==> src/sv/gpf_pkg.sv <==
// Shared types and constants for the gravity pair force engine.
package gpf_pkg;
	localparam logic signed [47:0] FMAX = 48'sh7FFF_FFFF_FFFF;
	localparam logic signed [47:0] FMIN = 48'sh8000_0000_0000;
	localparam logic [18:0] G_FIX = 19'd437125;

	localparam logic [1:0] REQ_LOAD   = 2'd0;
	localparam logic [1:0] REQ_REMOTE = 2'd1;
	localparam logic [1:0] REQ_PAIR   = 2'd2;
	localparam logic [1:0] REQ_READ   = 2'd3;

	typedef struct packed {
		logic        [31:0] mass;
		logic signed [31:0] px;
		logic signed [31:0] py;
		logic signed [47:0] fx;
		logic signed [47:0] fy;
		logic               sat;
	} prt_rec_t;

	typedef struct packed {
		logic               done;
		logic               coin;
		logic               sat;
		logic signed [47:0] tx;
		logic signed [47:0] ty;
	} pull_res_t;
endpackage

==> src/sv/gpf_pull.sv <==
// Serial force evaluation: shift-add multiplier, bitwise square root, restoring divider.
module gpf_pull
	import gpf_pkg::*;
(
	input  logic               clk,
	input  logic               arst_n,
	input  logic               start,
	input  logic        [31:0] ma,
	input  logic signed [31:0] ax,
	input  logic signed [31:0] ay,
	input  logic        [31:0] mb,
	input  logic signed [31:0] bx,
	input  logic signed [31:0] by,
	output pull_res_t          res
);
	localparam logic [3:0] PH_IDLE = 4'd0;
	localparam logic [3:0] PH_SQX  = 4'd1;
	localparam logic [3:0] PH_SQY  = 4'd2;
	localparam logic [3:0] PH_SQRT = 4'd3;
	localparam logic [3:0] PH_DD   = 4'd4;
	localparam logic [3:0] PH_D3   = 4'd5;
	localparam logic [3:0] PH_GM   = 4'd6;
	localparam logic [3:0] PH_BASE = 4'd7;
	localparam logic [3:0] PH_NX   = 4'd8;
	localparam logic [3:0] PH_DVX  = 4'd9;
	localparam logic [3:0] PH_NY   = 4'd10;
	localparam logic [3:0] PH_DVY  = 4'd11;

	logic [3:0]   ph_q;
	logic [5:0]   cnt_q;
	logic         sxn_q, syn_q;
	logic [31:0]  adx_q, ady_q, ma_q, mb_q;
	logic [83:0]  mcand_q;
	logic [33:0]  mplier_q;
	logic [117:0] acc_q;
	logic [65:0]  d2_q;
	logic [33:0]  srem_q;
	logic [32:0]  root_q;
	logic [97:0]  d3_q;
	logic [82:0]  base_q;
	logic [97:0]  drem_q;
	logic [47:0]  dlo_q, dq_q, qx_q, qy_q;
	logic         dsat_q, sat_q, coin_q, done_q;

	logic [32:0]  dx_c, dy_c;
	logic [31:0]  adx_c, ady_c;
	logic [117:0] mul_next;
	logic         mul_last;
	logic [65:0]  d2_sum;
	logic [35:0]  srem_t, trial, srem_d;
	logic         sge;
	logic [33:0]  srem_n;
	logic [32:0]  root_n;
	logic [98:0]  dt, dsub;
	logic         dge;
	logic [97:0]  drem_n;
	logic [47:0]  dq_n, qfin;
	logic         qsat;
	logic [97:0]  dhi;

	assign dx_c  = {bx[31], bx} - {ax[31], ax};
	assign dy_c  = {by[31], by} - {ay[31], ay};
	assign adx_c = dx_c[32] ? 32'(-dx_c) : dx_c[31:0];
	assign ady_c = dy_c[32] ? 32'(-dy_c) : dy_c[31:0];

	assign mul_next = {acc_q[116:0], 1'b0} + (mplier_q[33] ? {34'd0, mcand_q} : 118'd0);
	assign mul_last = cnt_q == 6'd33;
	assign d2_sum   = d2_q + mul_next[65:0];

	assign srem_t = {srem_q, d2_q[65:64]};
	assign trial  = {1'b0, root_q, 2'b01};
	assign sge    = srem_t >= trial;
	assign srem_d = srem_t - trial;
	assign srem_n = sge ? srem_d[33:0] : srem_t[33:0];
	assign root_n = {root_q[31:0], sge};

	assign dt     = {drem_q, dlo_q[47]};
	assign dge    = dt >= {1'b0, d3_q};
	assign dsub   = dt - {1'b0, d3_q};
	assign drem_n = dge ? dsub[97:0] : dt[97:0];
	assign dq_n   = {dq_q[46:0], dge};
	assign qsat   = dsat_q || dq_n[47];
	assign qfin   = qsat ? FMAX : dq_n;
	assign dhi    = {30'd0, mul_next[115:48]};

	always_ff @(posedge clk or negedge arst_n) begin
		if (!arst_n) begin
			ph_q <= PH_IDLE; cnt_q <= '0; sxn_q <= 1'b0; syn_q <= 1'b0;
			adx_q <= '0; ady_q <= '0; ma_q <= '0; mb_q <= '0;
			mcand_q <= '0; mplier_q <= '0; acc_q <= '0; d2_q <= '0;
			srem_q <= '0; root_q <= '0; d3_q <= '0; base_q <= '0;
			drem_q <= '0; dlo_q <= '0; dq_q <= '0; qx_q <= '0; qy_q <= '0;
			dsat_q <= 1'b0; sat_q <= 1'b0; coin_q <= 1'b0; done_q <= 1'b0;
		end else begin
			done_q <= 1'b0;
			case (ph_q)
				PH_IDLE: begin
					if (start) begin
						sxn_q <= dx_c[32]; syn_q <= dy_c[32];
						adx_q <= adx_c; ady_q <= ady_c;
						ma_q <= ma; mb_q <= mb;
						mcand_q <= {52'd0, adx_c}; mplier_q <= {2'd0, adx_c};
						acc_q <= '0; cnt_q <= '0;
						coin_q <= 1'b0; sat_q <= 1'b0;
						ph_q <= PH_SQX;
					end
				end
				PH_SQX, PH_SQY, PH_DD, PH_D3, PH_GM, PH_BASE, PH_NX, PH_NY: begin
					acc_q <= mul_next;
					mplier_q <= {mplier_q[32:0], 1'b0};
					cnt_q <= cnt_q + 6'd1;
					if (mul_last) begin
						acc_q <= '0;
						cnt_q <= '0;
						case (ph_q)
							PH_SQX: begin
								d2_q <= mul_next[65:0];
								mcand_q <= {52'd0, ady_q}; mplier_q <= {2'd0, ady_q};
								ph_q <= PH_SQY;
							end
							PH_SQY: begin
								if (d2_sum == '0) begin
									coin_q <= 1'b1; done_q <= 1'b1; ph_q <= PH_IDLE;
								end else begin
									d2_q <= d2_sum; srem_q <= '0; root_q <= '0;
									ph_q <= PH_SQRT;
								end
							end
							PH_DD: begin
								mcand_q <= {18'd0, mul_next[65:0]};
								mplier_q <= {1'b0, root_q};
								ph_q <= PH_D3;
							end
							PH_D3: begin
								d3_q <= mul_next[97:0];
								mcand_q <= {52'd0, ma_q}; mplier_q <= {15'd0, G_FIX};
								ph_q <= PH_GM;
							end
							PH_GM: begin
								mcand_q <= {33'd0, mul_next[50:0]}; mplier_q <= {2'd0, mb_q};
								ph_q <= PH_BASE;
							end
							PH_BASE: begin
								base_q <= mul_next[82:0];
								mcand_q <= {1'b0, mul_next[82:0]}; mplier_q <= {2'd0, adx_q};
								ph_q <= PH_NX;
							end
							PH_NX, PH_NY: begin
								dsat_q <= dhi >= d3_q;
								drem_q <= dhi; dlo_q <= mul_next[47:0]; dq_q <= '0;
								ph_q <= (ph_q == PH_NX) ? PH_DVX : PH_DVY;
							end
							default: ph_q <= PH_IDLE;
						endcase
					end
				end
				PH_SQRT: begin
					srem_q <= srem_n; root_q <= root_n;
					d2_q <= {d2_q[63:0], 2'b00};
					cnt_q <= cnt_q + 6'd1;
					if (cnt_q == 6'd32) begin
						mcand_q <= {51'd0, root_n}; mplier_q <= {1'b0, root_n};
						acc_q <= '0; cnt_q <= '0;
						ph_q <= PH_DD;
					end
				end
				PH_DVX, PH_DVY: begin
					drem_q <= drem_n; dq_q <= dq_n;
					dlo_q <= {dlo_q[46:0], 1'b0};
					cnt_q <= cnt_q + 6'd1;
					if (cnt_q == 6'd47) begin
						sat_q <= sat_q | qsat;
						cnt_q <= '0;
						if (ph_q == PH_DVX) begin
							qx_q <= qfin;
							mcand_q <= {1'b0, base_q}; mplier_q <= {2'd0, ady_q};
							acc_q <= '0;
							ph_q <= PH_NY;
						end else begin
							qy_q <= qfin; done_q <= 1'b1;
							ph_q <= PH_IDLE;
						end
					end
				end
				default: ph_q <= PH_IDLE;
			endcase
		end
	end

	assign res.done = done_q;
	assign res.coin = coin_q;
	assign res.sat  = sat_q;
	assign res.tx   = sxn_q ? -$signed(qx_q) : $signed(qx_q);
	assign res.ty   = syn_q ? -$signed(qy_q) : $signed(qy_q);
endmodule

==> config.mk <==
export PLATFORM = sky130hd
export DESIGN_NAME = gpf_pull
export DESIGN_NICKNAME = d
export VERILOG_FILES = /design/src/sv/gpf_pkg.sv /design/src/sv/gpf_pull.sv
export SDC_FILE = /design/constraint.sdc
export NUM_CORES = 2
export LEC_CHECK = 0
export BUFFER_PORTS_ARGS = -buffer_cell sky130_fd_sc_hd__buf_4
export CAP_MARGIN = 10
export CORE_ASPECT_RATIO = 1.75
export CORE_MARGIN = 3
export CORE_UTILIZATION = 50
export CTS_BUF_LIST = sky130_fd_sc_hd__clkbuf_4 sky130_fd_sc_hd__clkbuf_8
export DETAILED_ROUTE_END_ITERATION = 16
export PLACE_DENSITY = 0.68
export SYNTH_ARGS = -nofsm -noshare
export SYNTH_HDL_FRONTEND = slang
export SYNTH_SLANG_ARGS = --single-unit
==> constraint.sdc <==
create_clock -name clk -period 12.1 [get_ports clk]
set_input_delay 0.605 -clock clk [delete_from_list [all_inputs] [get_ports clk]]
set_output_delay 0.605 -clock clk [all_outputs]
set_load 0.01 [all_outputs]
# After elaboration in Yosys (flattened, before gate mapping)
# Index checks and enable logic that the tools add are counted.
# totals
in_bits	195
word_cells	169
ff_bits	980
# op_classes
mux	76
magnitude_cmp	3
n_reduce_logical	26
addsub	11
n_eq_ne	26
bitwise_logic	2
# op_table
cell	n
two-way mux 115 bit	5
two-way mux 84 bit	6
case mux 115 bit (4 select lines)	1
case mux 84 bit (5 select lines)	1
case mux 84 bit (4 select lines)	1
two-way mux 34 bit	9
two-way mux 98 bit	3
case mux 66 bit (2 select lines)	2
two-way mux 48 bit	5
case mux 98 bit (2 select lines)	1
case mux 34 bit (5 select lines)	1
case mux 34 bit (4 select lines)	1
two-way mux 66 bit	2
adder 116 x 84 -> 116 bit	1
>= comparator 99 x 98 -> 1 bit	1
two-way mux 33 bit	3
>= comparator 68 x 98 -> 1 bit	1
subtractor 98 bit	1
negation 48 bit	2
case mux 48 bit (2 select lines)	1
two-way mux 47 bit	2
case mux 47 bit (2 select lines)	1
case mux 34 bit (2 select lines)	1
adder 66 bit	1
38 further kinds	91

# Logic depth before layout (Yosys ltp)
# logic_depth
word_depth	8
mapped_depth	39

# Worst setup path before layout
# Ideal clock, no wire load.
# synth_path
path_type	register to register
startpoint	register mplier_q[33]
endpoint	register d2_q[1]
setup_slack_ns	4.644
t_required_ns	11.968
stages_incl_launch_ff	35
period_less_slack_ns	7.456
path_buffers	6
arrival_time_ns	7.324
path_cell_list	dfrtp_1 -> clkbuf_1 -> clkbuf_1 -> and2_1 -> ha_1 -> a21o_1 -> a21oi_1 -> o211ai_1 -> o21ai_0 -> o21ai_0 -> a31oi_1 -> o21ai_0 -> a21oi_1 -> xor2_1 -> inv_1 -> ha_1 -> clkbuf_1 -> nand4_1 -> or3_1 -> nor4_1 -> nand2_1 -> o21ai_0 -> a21o_1 -> a221o_1 -> a21oi_1 -> or4b_2 -> o211ai_1 -> xor2_1 -> nor4_1 -> a2111oi_0 -> clkbuf_1 -> buf_2 -> buf_2 -> mux2i_1 -> nor2_1
# synth_rtl
item	line_no	source
start: declaration	gpf_pull.sv:34	logic [33:0] mplier_q;
start signal: assignment	gpf_pull.sv:102	mcand_q <= {52'd0, adx_c}; mplier_q <= {2'd0, adx_c};
start signal: assignment	gpf_pull.sv:110	mplier_q <= {mplier_q[32:0], 1'b0};
start signal: assignment	gpf_pull.sv:118	mcand_q <= {52'd0, ady_q}; mplier_q <= {2'd0, ady_q};
two-way mux 84 bit	gpf_pull.sv:66	assign mul_next = {acc_q[116:0], 1'b0} + (mplier_q[33] ? {34'd0, mcand_q} : 118'd0);
adder 116 x 84 -> 116 bit	gpf_pull.sv:66	
net mul_next[30]	gpf_pull.sv:47	logic [117:0] mul_next;
adder 66 bit	gpf_pull.sv:68	assign d2_sum = d2_q + mul_next[65:0];
zero test 66 bit	gpf_pull.sv:122	if (d2_sum == '0) begin
inequality test 3 bit (no source line)	--	
AND reduction 4 bit (no source line)	--	
end signal: assignment	gpf_pull.sv:117	d2_q <= mul_next[65:0];
end signal: assignment	gpf_pull.sv:159	d2_q <= {d2_q[63:0], 2'b00};
end: declaration	gpf_pull.sv:36	logic [65:0] d2_q;
# The timed path passes the listed nets, and every way through them passes these cells. The select of a mux whose other input is x is not followed.
# A chain may end at the register's enable or synchronous reset.

# Worst setup path in the final report
# layout_path
startpoint	register mplier_q[33]
endpoint	register d2_q[49]
# The elaborated chain is that of the path after synthesis.

==> flow_summary.ini <==
[status]
status = finished clean

[timing]
rsz0062_at_grt = false
period_share_pct = 87.6
slew_violations = 0
fin_crit_ns = 10.60
hold_viol = 0
finalSetupTns_ns = 0
whs_ns = 0.162
slew_headroom_pct = 10.1
tightest_slew_ns = 1.34
skew_ns = 0.0598
max_freq_mhz = 94.3
timing.final.ws_setup_ns = 1.50
final-setup-viol-count = 0

[worst_setup_path]
critPathMaxStageDelay_ns = 1.03
path_common_cell = o21ai_0
path_max_fanout = 79
cp_slowest_cell = nor4_1
crit_path_end_kind = register
cp_num_buf_inv = 4
critPathArrivalTime_ns = 11.42
cp-start-kind = register
path_delay_family = compound AO/OA/AOI/OAI gates
crit_type = reg -> reg
critPathRequiredTime_ns = 12.91

[synth]
avgSynthCellArea_sq_um = 8.17
yosys_warnings = 0
yosys-top-cells-area = dfrtp_1 36%, ha_1 7.8%, nand2_1 6.8%, o21ai_0 6.3%, a21oi_1 5.9%
synth_top_area_share_pct = 36.5
synthesis.instances = 8224
synth.distinct_cells = 84
synth_most_common_cell = nand2_1
synthFlopType = dfrtp_1
synth-seq-cells = 979
synth.largest_area_cell = dfrtp_1
synthTopCellsByCount = 1225 x nand2_1, 979 x dfrtp_1, 852 x o21ai_0, 793 x a21oi_1, 666 x nor2_1
synth-edff-count = 0
synthesis.area_sq_um = 67200
seq_area_frac_synth_pct = 36.5
synth_nets = 8843
synthArstFlopShare_pct = 100

[die]
num_io_pins = 294
rows = 177
die_area_sq_um = 139000
design.core.area_sq_um = 133000
die_y_microns = 491
die_x_microns = 283
start_util_pct = 50.5

[clock_network]
cts-htree-levels = 4
clock_path_buffers = 3
insertion_delay_ns = 0.94
clock_tree.root_cell = clkbuf_8
clkTransAtPathRegs_ns = 0.06
cts_resized = 0
cts_sinks = 979
numCtsBuffers = 156
postCtsSetupBuffers = 0
post_cts_hold_buffer_count = 65
cts_tree = done

[global_routing]
antenna_found_initial = 14
gr-usage-all-layers_pct = 38.5
grt_max_degree = 191
grt_pass1_vias = 64544
grt-ovfl-total = 0
grt_pass1_wl_microns = 403000

[pwr]
p_total_uw = 21500
leakagePower_uw = 0.0355
comb_power_share_pct = 62.2
p_int_uw = 10100
switching_power_uw = 11400
clockPowerShare_pct = 14.7
vdd.ir_drop.worst_v = 0.000246
p_per_area_nw_per_um2 = 286
seqPwrFrac_pct = 23.0
p_sw_share_pct = 53.0

[place]
io_buffer_count = 293
pre_cts_ws_ns = 1.90
hpwl_microns = 203000
gp_congestion = 1.02

[detailed_routing]
drc = 0
wl_microns = 273000
vias_per_cell = 6.24
ant_nets = 0
drt-pass1-iter-count = 8
drtIter0Drc = 4891
wl_per_cell_microns = 26.5
vias = 64483

[min_path]
holdCritPathClass = in -> reg

[cells_and_area]
nFillCells = 12363
nets = 9024
drive_gt1_share_pct = 10.5
syn_to_final_growth_pct = 12.1
regArea_sq_um = 24500
multi_input_area_sq_um = 39700

[flow_run]
drv_cap = 0
==> sequential cells by signal, indices dropped and copies added, names as in the netlist, 33 cells and up <==
name	count
base_q	83
dlo_q	48
acc_q	115
d2_q	66
drem_q	98
d3_q	98
srem_q	34
qy_q	48
mplier_q	34
mcand_q	83
qx_q	48
root_q	33
dq_q	47
==> placed cells by master, fill, tap and decap left out, drive strengths merged, types with 96 or more instances in the layout <==
master / Yosys / layout
mux2i: 96 / 96
buf: 47 / 438
a21o: 214 / 214
xor2: 195 / 195
nor3: 115 / 115
ha: 419 / 419
xnor2: 298 / 298
nand2: 1225 / 1225
and2: 103 / 103
a21oi: 793 / 793
dfrtp: 979 / 979
nor2: 666 / 666
nand4: 105 / 105
o21ai: 857 / 857
inv: 365 / 371
clkbuf: 433 / 244
a22oi: 162 / 162
==> path summary, 6_finish.rpt <==
path                                           from                        to  slack [ns]  cells after the start
setup reg to reg           mplier_q[33]$_DFFE_PN0P_      d2_q[49]$_DFFE_PN0P_        1.50                     36
max in group asynchronous                    arst_n  mplier_q[33]$_DFFE_PN0P_        9.30                      4
hold / removal                                ay[0]      ady_q[0]$_DFFE_PN0P_        0.16                      3
min in group asynchronous                    arst_n    base_q[80]$_DFFE_PN0P_        0.31                      2
hold reg to reg                mb_q[11]$_DFFE_PN0P_      mb_q[11]$_DFFE_PN0P_        0.47                      2
setup / recovery           mplier_q[33]$_DFFE_PN0P_      d2_q[49]$_DFFE_PN0P_        1.50                     36
==> per-stage QoR <==
stage / utilization (%) / cell area (sq um) / instances
floorplan: - / 67200 / 8224
global placement: 53.4 / 71100 / 9966
detailed placement: 53.4 / 71100 / 9966
CTS: 56.5 / 75200 / 10314
global route: 56.5 / 75300 / 10322
finish: 56.5 / 75300 / 10326
==> worst register-to-register path: cells and delay by family, from the launching register on <==
family	cells	cell delay, ns
AOI/OAI and AO/OA	19	4.85
xor gates and xnor gates	2	0.34
adders and majority gates	2	0.76
buffers and inverters	4	1.28
DFF	1	0.79
and+or+nand+nor	9	2.47
==> cell type report <==
class | count | area share [%]
Antenna cell | 6 | 0.0199
Multi-Input combinational cell | 6399 | 52.7
Clock inverter | 39 | 0.519
Sequential cell | 979 | 32.6
Clock buffer | 244 | 4.03
Timing Repair Buffer | 503 | 5.33
Inverter | 366 | 1.83
Tap cell | 1790 | 2.98
==> per-layer routing <==
metal | up-vias | part of all wire (%) | GRT usage (%)
li1 | 29431 | - | -
met1 | 31099 | 31 | 34.6
met2 | 2704 | 50 | 68.0
met3 | 1241 | 5.6 | 7.61
met4 | 8 | 14 | 43.3
met5 | - | 0.018 | 0
==> logic make-up (layout without fill, tap and decap cells) <==
group | Yosys count | count (layout) | synth area share [%]
AOI/OAI and AO/OA | 2674 | 2674 | 24.2
xor gates and xnor gates | 493 | 493 | 6.43
adders and majority gates | 424 | 424 | 7.96
buffers and inverters | 846 | 1152 | 4.78
DFF | 979 | 979 | 36.5
muxes | 186 | 186 | 2.94
other | 0 | 6 | 0
and+or+nand+nor | 2622 | 2622 | 17.2
==> power by group through the flow <==
stage | clock network [uW] | logic, uW | registers, uW
after floorplan | 0 | 8450 | 4550
after global placement | 0 | 12800 | 4960
after detailed placement | 0 | 12900 | 4970
after global routing | 3350 | 14300 | 5010
final | 3170 | 13400 | 4960
after CTS | 3210 | 12900 | 4920
(Power assumes the default switching activity.)
