File: src/sv/gpf_pkg.sv
// Shared types and constants for the gravity pair force engine.
package gpf_pkg;
	localparam logic signed [47:0] FMAX = 48'sh7FFF_FFFF_FFFF;
	localparam logic signed [47:0] FMIN = 48'sh8000_0000_0000;
	localparam logic [18:0] G_FIX = 19'd437125;

	localparam logic [1:0] REQ_LOAD   = 2'd0;
	localparam logic [1:0] REQ_REMOTE = 2'd1;
	localparam logic [1:0] REQ_PAIR   = 2'd2;
	localparam logic [1:0] REQ_READ   = 2'd3;

	typedef struct packed {
		logic        [31:0] mass;
		logic signed [31:0] px;
		logic signed [31:0] py;
		logic signed [47:0] fx;
		logic signed [47:0] fy;
		logic               sat;
	} prt_rec_t;

	typedef struct packed {
		logic               done;
		logic               coin;
		logic               sat;
		logic signed [47:0] tx;
		logic signed [47:0] ty;
	} pull_res_t;
endpackage

File: src/sv/gpf_cell.sv
// One particle cell of the rotating ring: holds a particle record.
module gpf_cell
	import gpf_pkg::*;
(
	input  logic     clk,
	input  logic     arst_n,
	input  logic     shift,
	input  logic     load,
	input  prt_rec_t nb_rec,
	input  prt_rec_t ld_rec,
	output prt_rec_t rec
);
	prt_rec_t rec_q;

	always_ff @(posedge clk or negedge arst_n) begin
		if (!arst_n) begin
			rec_q <= '0;
		end else if (load) begin
			rec_q <= ld_rec;
		end else if (shift) begin
			rec_q <= nb_rec;
		end
	end

	assign rec = rec_q;
endmodule

File: config.mk
export PLATFORM = sky130hd
export DESIGN_NAME = gpf_cell
export DESIGN_NICKNAME = d
export VERILOG_FILES = /design/src/sv/gpf_pkg.sv /design/src/sv/gpf_cell.sv
export SDC_FILE = /design/constraint.sdc
export NUM_CORES = 1
export LEC_CHECK = 0
export ABC_AREA = 1
export BUFFER_PORTS_ARGS = -buffer_cell sky130_fd_sc_hd__buf_4
export CAP_MARGIN = 30
export CORE_AREA = 2 2 228 230
export DETAILED_ROUTE_END_ITERATION = 7
export DIE_AREA = 0 0 230 232
export HOLD_SLACK_MARGIN = 0.02
export PLACE_DENSITY_LB_ADDON = 0.08
export RECOVER_POWER = 100
export SLEW_MARGIN = 20
export SYNTH_ARGS = -nofsm -noshare
export SYNTH_HDL_FRONTEND = slang
export SYNTH_SLANG_ARGS = --single-unit
File: constraint.sdc
create_clock -name clk -period 0.8 [get_ports clk]
set_input_delay 0.2 -clock clk [delete_from_list [all_inputs] [get_ports clk]]
set_output_delay 0.2 -clock clk [all_outputs]
set_load 0.05 [all_outputs]
# Yosys cells after proc, flatten, opt, wreduce, memory -nomap -nowiden
# Index checks and enable logic that the tools add are counted.
[totals] regBits=193 in_bits=390 out_inout_bits=193 elab_cells=9
[op_classes] n_mux=2 n_reduce_logical=1
[ops] cell="193-bit 2-to-1 mux" n=2
[ops] cell="2-bit nonzero test" n=1

# Longest topological paths before layout
# Gate-level depths: netlist of run 1.
[logic_depth] depth_word=2 mapped_depth=6

# Worst setup path before layout of run 1
# OpenSTA, ideal clock, no wires.
[synth_timing] kind="input to register" from="input port load" to="register rec_q (netlist bit rec[38])" setup_time_ps=126 arrival_time_ps=829 required_ps=674 slack_ps=-155 stages=6 path_cell_list="buf_2 -> inv_2 -> buf_4 -> buf_4 -> nand3_1 -> nand3_1"
[synth_between] elab_chain_len=1
[synth_rtl] element="start, declared" line="gpf_cell.sv:8" text="input logic load,"
[synth_rtl] element="193-bit 2-to-1 mux / 2-bit nonzero test (equally long branches)"
[synth_rtl] element="end signal, assigned" line="gpf_cell.sv:19" text="rec_q <= ld_rec;"
[synth_rtl] element="end signal, assigned" line="gpf_cell.sv:21" text="rec_q <= nb_rec;"
[synth_rtl] element="end, declared" line="gpf_cell.sv:13" text="prt_rec_t rec_q;"
# Several ways; a longest one is shown, not always the timed one.
# A chain may end at the register's enable or synchronous reset.

# Final worst setup path of run 1
[layout_timing] from="register rec_q (netlist bit rec[184])" to="output port rec[184] (netlist name)"
[layout_lines] element="end, declared" line="gpf_cell.sv:11" text="output prt_rec_t rec"
# No word-level cell between the ends.

==> results of run 1 <==
routing by layer:
metal,GRT usage [%],routed length (um),vias to the layer above
met4,8.17,1800,2
li1,-,-,5508
met5,0,13,-
met1,19.7,18500,5353
met2,30.2,23500,343
met3,4.48,2600,86
layout by cell type (no fill, tap or decap), drive strengths merged:
cell type      n
buf          663
dlygate4sd3  387
nand3        386
nand2        386
dfrtp        193
clkbuf        46
clkinv         4
bufinv         2
nor2           1
inv            1
clkinvlp       1
power groups by stage:
stage	clock (W)	sequential, W	combinational, W
after floorplan	0	0.0148	0.00165
after global placement	0	0.0115	0.00943
after detailed placement	0	0.0115	0.00942
after CTS	0.00920	0.0115	0.0117
after global routing	0.00942	0.0117	0.0124
final	0.00876	0.0116	0.0117
timing repair:
| item | 4_1_cts | 5_1_grt |
|---|---|---|
| buffers inserted | 10 | 7 |
| setup endpoints to repair | 193 | 202 |
| gates resized for setup | 195 | 22 |
| endpoints found under the hold margin | 386 | 0 |
| hold buffers | 387 | 0 |
through the flow:
step | setup TNS [ns] | area [um2]
floorplan | -16.84 | 9060
global placement | -45.29 | 14800
detailed placement | -47.21 | 14800
CTS | -98.62 | 20100
global route | -111.17 | 20200
finish | -92.01 | 20200
layout make-up:
cell class	count	area (um2)
clock buffer	22	454
fill	5176	30700
tap	680	851
sequential	193	5070
clock inverter	7	87.6
timing repair buffer	1074	10300
inverter	1	8.76
multi-input combinational	773	3430
worst max path at each step:
| stage | startpoint | to | slack [ns] | cells past startpoint |
|---|---|---|---|---|
| detailed placement | shift | rec[41] | -0.29 | 6 |
| CTS | rec[184] | rec[184] | -0.54 | 1 |
| global placement | shift | rec[41] | -0.28 | 6 |
| floorplan | load | rec[64] | -0.11 | 6 |
| finish | rec[184] | rec[184] | -0.49 | 1 |
| global route | rec[184] | rec[184] | -0.54 | 1 |
cell families after synthesis:
family | Yosys count | synth area share, %
simple gates | 773 | 38.7
flops | 193 | 55.2
buf+inv | 87 | 6.12
==> impl_metrics.toml, run 1 <==
[timing]
timing.final.hold_violations = 0
min_period_ns = 1.29
setup_viol_count_final = 264
setup_repair_after_global_routing_missed_its_margin = "yes"
worst_pin_slew_ns = 0.420
worst_slack_ns = -0.493
clock_skew_after_layout_ns = 0
fmax_achieved_mhz = 774
timing.final.max_slew_violations = 0
max-slew-margin-rel_pct = 72.0
finalCritPeriodShare_pct = 162
fin_worst_hold_slack_ns = 0.156

[clock_tree]
number_of_sinks_on_the_clock_net = 193
htree_num_levels = 4
inserted_clock_buffers = 17
clk_pin_slew_ns = 0.07
root_buffer = "sky130_fd_sc_hd__clkbuf_16"
cts_max_path_buffers = 2
cts_tree = "built"
clock_insertion_delay_worst_skew_ns = 0.49

[global_route]
grt_start_max_net_pins = 40
grt_usage_pct = 17.3
grt_first_pass_wirelength_um = 71000
grt_antenna_before_repair = 1
grt_remaining_overflow = 0
first_global_vias = 12300

[power]
power.static_leakage_nw = 9.39
power_report.internal_total_w = 0.0209
sequentialPowerShare_pct = 36.1
total_switching_power_w = 0.0111
vdd_ir_drop_max_mv = 1.19
powerDensity_mw_per_mm2 = 1590
clock_network_power_share_pct = 27.4
power_w = 0.0320
share_comb_of_total_power_pct = 36.5
switching_share_of_power_pct = 34.8

[critical_path]
data_arrival_at_the_endpoint_of_the_critical_path_ns = 1.09
rrSetupSlack_ns = 0.01
worstReg2RegEnd = "rec[58]"
critPathLaunchType = "flip-flop"
worst_r2r_path_depth = 3
crit_end_element = "primary output"
cp_slowest_stage_delay_ns = 0.43
crit_path_cell_trace = "buf_6"
worst-path-max-fanout = 2
timing.critical_path.slowest_stage_cell = "sky130_fd_sc_hd__dfrtp_2"
critPathTopFamily = "flip-flops"
timing.critical_path.required_ns = 0.60
path_type_of_the_worst_setup_path = "reg -> out"
timing.critical_path.buf_inv = 1
worst_r2r_startpoint = "rec[58]"

[yosys]
ys_warn_count = 0
synth.area.top_cells = "sky130_fd_sc_hd__dfrtp_1, sky130_fd_sc_hd__nand3_1, sky130_fd_sc_hd__nand2_1"
postSynthCellCount = 1053
synth-seq-cells = 193
synth_ff_type = "sky130_fd_sc_hd__dfrtp_1"
synth_largest_type_area_fraction_pct = 55.2
area_of_the_mapped_netlist_mm2 = 0.00876
synthArstFlopShare_pct = 100
synth-edff-count = 0
postSynthNetCount = 1443
synth.largest_area_cell = "sky130_fd_sc_hd__dfrtp_1"
avgSynthCellArea_um2 = 8.32
synth_unique_cells = 9
yosys-top-cells-count = "sky130_fd_sc_hd__nand2_1, sky130_fd_sc_hd__nand3_1, sky130_fd_sc_hd__dfrtp_1, sky130_fd_sc_hd__buf_2, sky130_fd_sc_hd__buf_4"
synth-seq-area-share_pct = 55.2

[worst_hold_path]
timing.hold.worst.start = "shift"
whs_path_depth = 5
worstHoldEndpoint = "rec[47]"
hold_path_class = "in -> reg"

[place]
placedCellCount = 2317
port_buffers = 582
place_worst_setup_slack_ns = -0.289
place.detailed.hpwl_um = 34600
routability_congestion = 0.812

[routing]
drtIter0Drc = 445
dr_total_vias = 11300
via_per_inst = 4.11
remaining_drc_errors = 0
drt_wl_total_um = 46500
drtPass1Iterations = 4
postRouteAntennaNets = 0
wl_per_cell_um = 16.9

[floorplan]
die_w_um = 230
coreArea_mm2 = 0.0509
io-pin-count = 583
die_h_um = 232
design.die.area_mm2 = 0.0534
rows = 83
initial_core_utilization_pct = 17.2

[final_layout]
post_layout_nonfiller_instances = 2750
final_layout_size_suffix_gt1_share_pct = 44.3
antennaDiodeCount = 0
end_of_flow_core_utilization_pct = 39.6
largest_register_ff_count = 193
layout-area-overhead-vs-synth_pct = 130
finalNetCount = 2450

[flow_run]
max_cap_violations = 0

[status]
status = "finished, violations left"
violations_in_the_final_reports = "setup timing"
Power figures use the tool's default switching activity.
==> inputs of run 2 (changes only) <==
--- a/config.mk
+++ b/config.mk
@@ -7,10 +7,12 @@
 export LEC_CHECK = 0
 export ABC_AREA = 1
 export BUFFER_PORTS_ARGS = -buffer_cell sky130_fd_sc_hd__buf_4
-export CAP_MARGIN = 30
-export CORE_AREA = 2 2 228 230
+export CELL_PAD_IN_SITES_DETAIL_PLACEMENT = 0
+export CELL_PAD_IN_SITES_GLOBAL_PLACEMENT = 1
+export CORE_AREA = 2 2 226 228
+export CTS_BUF_LIST = sky130_fd_sc_hd__clkbuf_4
 export DETAILED_ROUTE_END_ITERATION = 7
-export DIE_AREA = 0 0 230 232
+export DIE_AREA = 0 0 228 230
 export HOLD_SLACK_MARGIN = 0.02
 export PLACE_DENSITY_LB_ADDON = 0.08
 export RECOVER_POWER = 100
==> impl_metrics.toml, run 2 <==
[status]
status = "stopped before the end"
stop_stage = "clock tree synthesis"
error_line = "[ERROR RSZ-0060] Max buffer count reached."

[place]
placedCellCount = 2301
port_buffers = 582
routability_congestion = 0.801
place_worst_setup_slack_ns = -0.292
place.detailed.hpwl_um = 35800

[floorplan]
rows = 82
initial_core_utilization_pct = 17.6
die_h_um = 230
io-pin-count = 583
die_w_um = 228

[clock_tree]
htree_num_levels = 4
cts_max_path_buffers = 2
ctsHoldBuffers = 471
inserted_clock_buffers = 17
postCtsSetupRepairBufs = 15
post_cts_resized = 193
root_buffer = "sky130_fd_sc_hd__clkbuf_4"
number_of_sinks_on_the_clock_net = 193

[yosys]
synth_ff_type = "sky130_fd_sc_hd__dfrtp_1"
postSynthNetCount = 1443
avgSynthCellArea_um2 = 8.32
synth-seq-cells = 193
area_of_the_mapped_netlist_mm2 = 0.00876
ys_warn_count = 0
postSynthCellCount = 1053
synth-seq-area-share_pct = 55.2
synth.area.top_cells = "sky130_fd_sc_hd__dfrtp_1, sky130_fd_sc_hd__nand3_1, sky130_fd_sc_hd__nand2_1"
yosys-top-cells-count = "sky130_fd_sc_hd__nand2_1, sky130_fd_sc_hd__nand3_1, sky130_fd_sc_hd__dfrtp_1, sky130_fd_sc_hd__buf_2, sky130_fd_sc_hd__buf_4"
synth.largest_area_cell = "sky130_fd_sc_hd__dfrtp_1"
synthArstFlopShare_pct = 100
synth_largest_type_area_fraction_pct = 55.2
synth-edff-count = 0
synth_unique_cells = 9
run 2: cells by family after synthesis:
logic type / synth area share, %
buffers and inverters: 6.12
DFF: 55.2
and+or+nand+nor: 38.7
run 2: stage by stage:
| step | util [%] | cell area (um2) | TNS (ns) |
|---|---|---|---|
| floorplan | - | 9060 | -16.84 |
| global placement | 29.6 | 14700 | -46.26 |
| detailed placement | 29.6 | 14700 | -47.92 |
==> inputs of run 3 (changes only) <==
--- a/config.mk
+++ b/config.mk
@@ -7,14 +7,10 @@
 export LEC_CHECK = 0
 export ABC_AREA = 1
 export BUFFER_PORTS_ARGS = -buffer_cell sky130_fd_sc_hd__buf_4
-export CELL_PAD_IN_SITES_DETAIL_PLACEMENT = 0
-export CELL_PAD_IN_SITES_GLOBAL_PLACEMENT = 1
 export CORE_AREA = 2 2 226 228
-export CTS_BUF_LIST = sky130_fd_sc_hd__clkbuf_4
 export DETAILED_ROUTE_END_ITERATION = 7
 export DIE_AREA = 0 0 228 230
-export HOLD_SLACK_MARGIN = 0.02
-export PLACE_DENSITY_LB_ADDON = 0.08
+export PLACE_DENSITY_LB_ADDON = 0.15
 export RECOVER_POWER = 100
 export SLEW_MARGIN = 20
 export SYNTH_ARGS = -nofsm -noshare
==> impl_metrics.toml, run 3 (synthesis results as in run 1) <==
[status]
status = "finished, violations left"
violations_in_the_final_reports = "setup timing"

[critical_path]
crit_path_end = "rec[24]"
crit_path_cell_trace = "buf_6"
timing.critical_path.required_ns = 0.60
timing.critical_path.slowest_stage_cell = "sky130_fd_sc_hd__dfrtp_2"
critPathLaunchType = "flip-flop"
cp_slowest_stage_delay_ns = 0.45
worst-path-stages = 1
worstReg2RegEnd = "rec[151]"
data_arrival_at_the_endpoint_of_the_critical_path_ns = 1.11
worst_r2r_startpoint = "rec[151]"
rrSetupSlack_ns = 0.03
critPathTopFamily = "flip-flops"
path_type_of_the_worst_setup_path = "reg -> out"
crit_end_element = "primary output"
worst-path-max-fanout = 2
timing.critical_path.buf_inv = 1
startpoint = "rec[24]"
worst_r2r_path_depth = 3

[global_route]
grt_antenna_before_repair = 0
grt_usage_pct = 17.3
grt_start_max_net_pins = 40
grt_first_pass_wirelength_um = 70900
grt_remaining_overflow = 0
first_global_vias = 12700

[place]
place.detailed.hpwl_um = 33500
placed_cell_area_mm2 = 0.0149
routability_congestion = 0.879
port_buffers = 582

[worst_hold_path]
hold_path_class = "in -> reg"

[power]
sequentialPowerShare_pct = 35.6
share_comb_of_total_power_pct = 35.6
power_w = 0.0326
total_switching_power_w = 0.0111
powerDensity_mw_per_mm2 = 1620
switching_share_of_power_pct = 34.2
power.static_leakage_nw = 9.40
power_report.internal_total_w = 0.0214
vdd_ir_drop_max_mv = 1.56
clock_network_power_share_pct = 28.8

[clock_tree]
root_buffer = "sky130_fd_sc_hd__clkbuf_16"
clock_insertion_delay_worst_skew_ns = 0.48
clk_pin_slew_ns = 0.08
inserted_clock_buffers = 17
cts_tree = "built"
htree_num_levels = 4
number_of_sinks_on_the_clock_net = 193
cts_max_path_buffers = 2

[timing]
clock_skew_after_layout_ns = 0
timing.final.hold_violations = 0
setup_total_negative_slack_ns = -94.92
worst_pin_slew_ns = 0.432
setup_repair_after_global_routing_missed_its_margin = "yes"
fin_worst_hold_slack_ns = 0.0683
min_period_ns = 1.31
worst_slack_ns = -0.510
fmax_achieved_mhz = 763
finalCritPeriodShare_pct = 164
max-slew-margin-rel_pct = 71.2
setup_viol_count_final = 318
timing.final.max_slew_violations = 0

[final_layout]
layout.cell_area.non_filler_mm2 = 0.0202
most-common-layout-cells = "sky130_fd_sc_hd__buf_4, sky130_fd_sc_hd__dlygate4sd3_1, sky130_fd_sc_hd__nand3_1, sky130_fd_sc_hd__nand2_1, sky130_fd_sc_hd__dfrtp_2"
end_of_flow_core_utilization_pct = 40.4
fillCellCount = 4971
antennaDiodeCount = 0
largest_register_ff_count = 193
final_layout_size_suffix_gt1_share_pct = 44.3
layout-area-overhead-vs-synth_pct = 130
leading_cell_type_in_the_layout_fill_and_taps_excluded = "sky130_fd_sc_hd__buf_4"
finalNetCount = 2453

[routing]
wl_per_cell_um = 16.5
remaining_drc_errors = 0
via_per_inst = 4.20
drtIter0Drc = 428
drtPass1Iterations = 4
dr_total_vias = 11500
drt_wl_total_um = 45400
postRouteAntennaNets = 0

[floorplan]
io-pin-count = 583
die_h_um = 230
coreArea_mm2 = 0.0499
initial_core_utilization_pct = 17.6
die_w_um = 228
design.die.area_mm2 = 0.0524
rows = 82

[flow_run]
max_cap_violations = 0
run 3: area by class of cell:
| cell class | instances | area, um2 | area share (%) |
|---|---|---|---|
| timing repair buffer | 1077 | 10200 | 50.7 |
| clock inverter | 9 | 130 | 0.645 |
| multi-input combinational | 773 | 3410 | 16.9 |
| sequential | 193 | 5070 | 25.2 |
| inverter | 1 | 8.76 | 0.0434 |
| clock buffer | 22 | 484 | 2.40 |
| tap | 672 | 841 | 4.17 |
run 3: how the worst min path moves through the flow:
stage,start,to,cells past startpoint
after floorplan,arst_n,rec[0],0
after global placement,arst_n,rec[177],2
after detailed placement,arst_n,rec[177],2
after CTS,nb_rec[46],rec[46],3
after global routing,nb_rec[46],rec[46],3
final,nb_rec[46],rec[46],3
run 3: power by group through the flow:
stage          clock network, W  logic (W)  registers (W)
3_3_place_gp                  0    0.00941         0.0116
2_1_floorplan                 0    0.00165         0.0148
4_1_cts                 0.00973     0.0116         0.0116
5_1_grt                  0.0101     0.0122         0.0117
6_report                0.00938     0.0116         0.0116
3_5_place_dp                  0    0.00942         0.0116
run 3: tightest hold or removal path, stage by stage:
cell	delay, ns
sky130_fd_sc_hd__buf_4	0.08
sky130_fd_sc_hd__nand3_1	0.13
sky130_fd_sc_hd__nand3_1	0.11
run 3: layer usage:
layer | track usage, % | vias to the layer above | share of wire [%]
met5 | 0 | - | 0
met4 | 8.91 | 0 | 4.2
met3 | 4.55 | 108 | 5.5
met2 | 29.5 | 389 | 50
met1 | 20.0 | 5540 | 40
li1 | - | 5512 | -
run 3: what timing repair did:
item	4_1_cts	5_1_grt
endpoints found under the setup margin	193	195
hold buffers	386	0
hold endpoints to repair	386	0
setup buffers	4	4
gates resized for setup	195	11
run 3: through the flow:
stage          instances  setup slack [ns]
2_1_floorplan       1053            -0.108
3_3_place_gp        2322            -0.284
3_5_place_dp        2322            -0.287
4_1_cts             2743            -0.553
5_1_grt             2747            -0.548
6_report            2747            -0.510
==> inputs of run 4 (changes only) <==
--- a/config.mk
+++ b/config.mk
@@ -7,9 +7,9 @@
 export LEC_CHECK = 0
 export ABC_AREA = 1
 export BUFFER_PORTS_ARGS = -buffer_cell sky130_fd_sc_hd__buf_4
-export CORE_AREA = 2 2 226 228
+export CORE_AREA = 2 2 228 230
 export DETAILED_ROUTE_END_ITERATION = 7
-export DIE_AREA = 0 0 228 230
+export DIE_AREA = 0 0 230 232
 export PLACE_DENSITY_LB_ADDON = 0.15
 export RECOVER_POWER = 100
 export SLEW_MARGIN = 20
==> impl_metrics.toml, run 4 (synthesis results as in run 1) <==
[critical_path]
worstReg2RegEnd = "rec[65]"
cp_slowest_stage_delay_ns = 0.46
worst_r2r_startpoint = "rec[65]"
startpoint = "rec[24]"
crit_path_end = "rec[24]"
crit_path_cell_trace = "buf_6"
worst-path-max-fanout = 2
critPathLaunchType = "flip-flop"
worst-path-stages = 1
worst_r2r_path_depth = 4
crit_end_element = "primary output"
critPathTopFamily = "flip-flops"
rrSetupSlack_ns = -0.08
data_arrival_at_the_endpoint_of_the_critical_path_ns = 1.11
timing.critical_path.required_ns = 0.60
timing.critical_path.slowest_stage_cell = "sky130_fd_sc_hd__dfrtp_2"
timing.critical_path.buf_inv = 1
path_type_of_the_worst_setup_path = "reg -> out"

[final_layout]
finalNetCount = 2456
layout.cell_area.non_filler_mm2 = 0.0203
final_layout_size_suffix_gt1_share_pct = 45.2
layout-area-overhead-vs-synth_pct = 132
most-common-layout-cells = "sky130_fd_sc_hd__buf_4, sky130_fd_sc_hd__dlygate4sd3_1, sky130_fd_sc_hd__nand3_1, sky130_fd_sc_hd__nand2_1, sky130_fd_sc_hd__buf_6"
end_of_flow_core_utilization_pct = 39.8
leading_cell_type_in_the_layout_fill_and_taps_excluded = "sky130_fd_sc_hd__buf_4"
largest_register_ff_count = 193

[timing]
worst_pin_slew_ns = 0.513
max-slew-margin-rel_pct = 65.8
timing.final.max_slew_violations = 0
setup_repair_after_global_routing_missed_its_margin = "yes"
setup_total_negative_slack_ns = -97.80
clock_skew_after_layout_ns = 0
setup_viol_count_final = 290
timing.final.hold_violations = 0
worst_slack_ns = -0.514
min_period_ns = 1.31
finalCritPeriodShare_pct = 164
fmax_achieved_mhz = 761

[clock_tree]
inserted_clock_buffers = 17
clock_insertion_delay_worst_skew_ns = 0.48
clk_pin_slew_ns = 0.08
htree_num_levels = 4
cts_tree = "built"
root_buffer = "sky130_fd_sc_hd__clkbuf_16"
cts_max_path_buffers = 2
number_of_sinks_on_the_clock_net = 193

[global_route]
grt_remaining_overflow = 0
grt_antenna_before_repair = 0
grt_start_max_net_pins = 41
first_global_vias = 12400
grt_usage_pct = 17.4
grt_first_pass_wirelength_um = 71200

[flow_run]
max_cap_violations = 0

[floorplan]
die_h_um = 232
design.die.area_mm2 = 0.0534
initial_core_utilization_pct = 17.2
io-pin-count = 583
die_w_um = 230
rows = 83
coreArea_mm2 = 0.0509

[worst_hold_path]
hold_path_class = "in -> reg"

[status]
status = "finished, violations left"
violations_in_the_final_reports = "setup timing"

[routing]
drt_wl_total_um = 47300
drtIter0Drc = 416
drtPass1Iterations = 4
wl_per_cell_um = 17.2
postRouteAntennaNets = 0
dr_total_vias = 11500
remaining_drc_errors = 0
via_per_inst = 4.18

[power]
power_report.internal_total_w = 0.0209
total_switching_power_w = 0.0113
vdd_ir_drop_max_mv = 1.60
switching_share_of_power_pct = 35.0
powerDensity_mw_per_mm2 = 1590
clock_network_power_share_pct = 27.2
power.static_leakage_nw = 9.45
sequentialPowerShare_pct = 36.0
power_w = 0.0322
share_comb_of_total_power_pct = 36.8

[place]
place_worst_setup_slack_ns = -0.322
place.detailed.hpwl_um = 34100
routability_congestion = 0.831
placed_cell_area_mm2 = 0.0148
port_buffers = 582
[run 4: how the worst min path moves through the flow]
| stage | from | endpoint | cells after the start | slack, ns |
|---|---|---|---|---|
| floorplan | arst_n | rec[0] | 0 | -0.1 |
| global placement | arst_n | rec[47] | 2 | 0.16 |
| detailed placement | arst_n | rec[47] | 2 | 0.16 |
| CTS | nb_rec[23] | rec[23] | 3 | 0.01 |
| global route | nb_rec[23] | rec[23] | 3 | 0.04 |
| finish | nb_rec[23] | rec[23] | 3 | 0.07 |
[run 4: through the flow]
step | instances | hold WS (ns)
floorplan | 1053 | -0.0956
global placement | 2318 | 0.164
detailed placement | 2318 | 0.164
CTS | 2750 | 0.0122
global route | 2759 | 0.0398
finish | 2760 | 0.0665
[run 4: repair_timing]
item / in CTS / in global routing
setup buffers: 14 / 10
setup endpoints to repair: 193 / 204
hold endpoints to repair: 386 / 0
pin swaps: 0 / 1
gates resized for setup: 200 / 36
hold buffers: 386 / 0
[run 4: final cells by class]
class,count,area [um2]
diodes,1,2.50
clock buffers,24,492
clock inverters,8,78.8
fillers,5148,30600
inverters,1,8.76
multi-input cells,773,3480
flip-flops and latches,193,5070
well taps,680,851
repair buffers,1080,10300
[run 4: routing by layer]
| layer | routed length [um] | global-route usage [%] | share of wire [%] | vias up |
|---|---|---|---|---|
| li1 | - | - | - | 5513 |
| met1 | 19200 | 20.9 | 41 | 5551 |
| met2 | 23600 | 29.3 | 50 | 374 |
| met3 | 2720 | 4.10 | 5.7 | 103 |
| met4 | 1780 | 8.31 | 3.8 | 0 |
| met5 | 0 | 0 | 0 | - |
[run 4: power by group through the flow]
stage	registers [W]	clock network (W)	logic, W
2_1_floorplan	0.0148	0	0.00165
3_3_place_gp	0.0116	0	0.00945
3_5_place_dp	0.0116	0	0.00946
4_1_cts	0.0116	0.00919	0.0118
5_1_grt	0.0117	0.00956	0.0125
6_report	0.0116	0.00875	0.0118
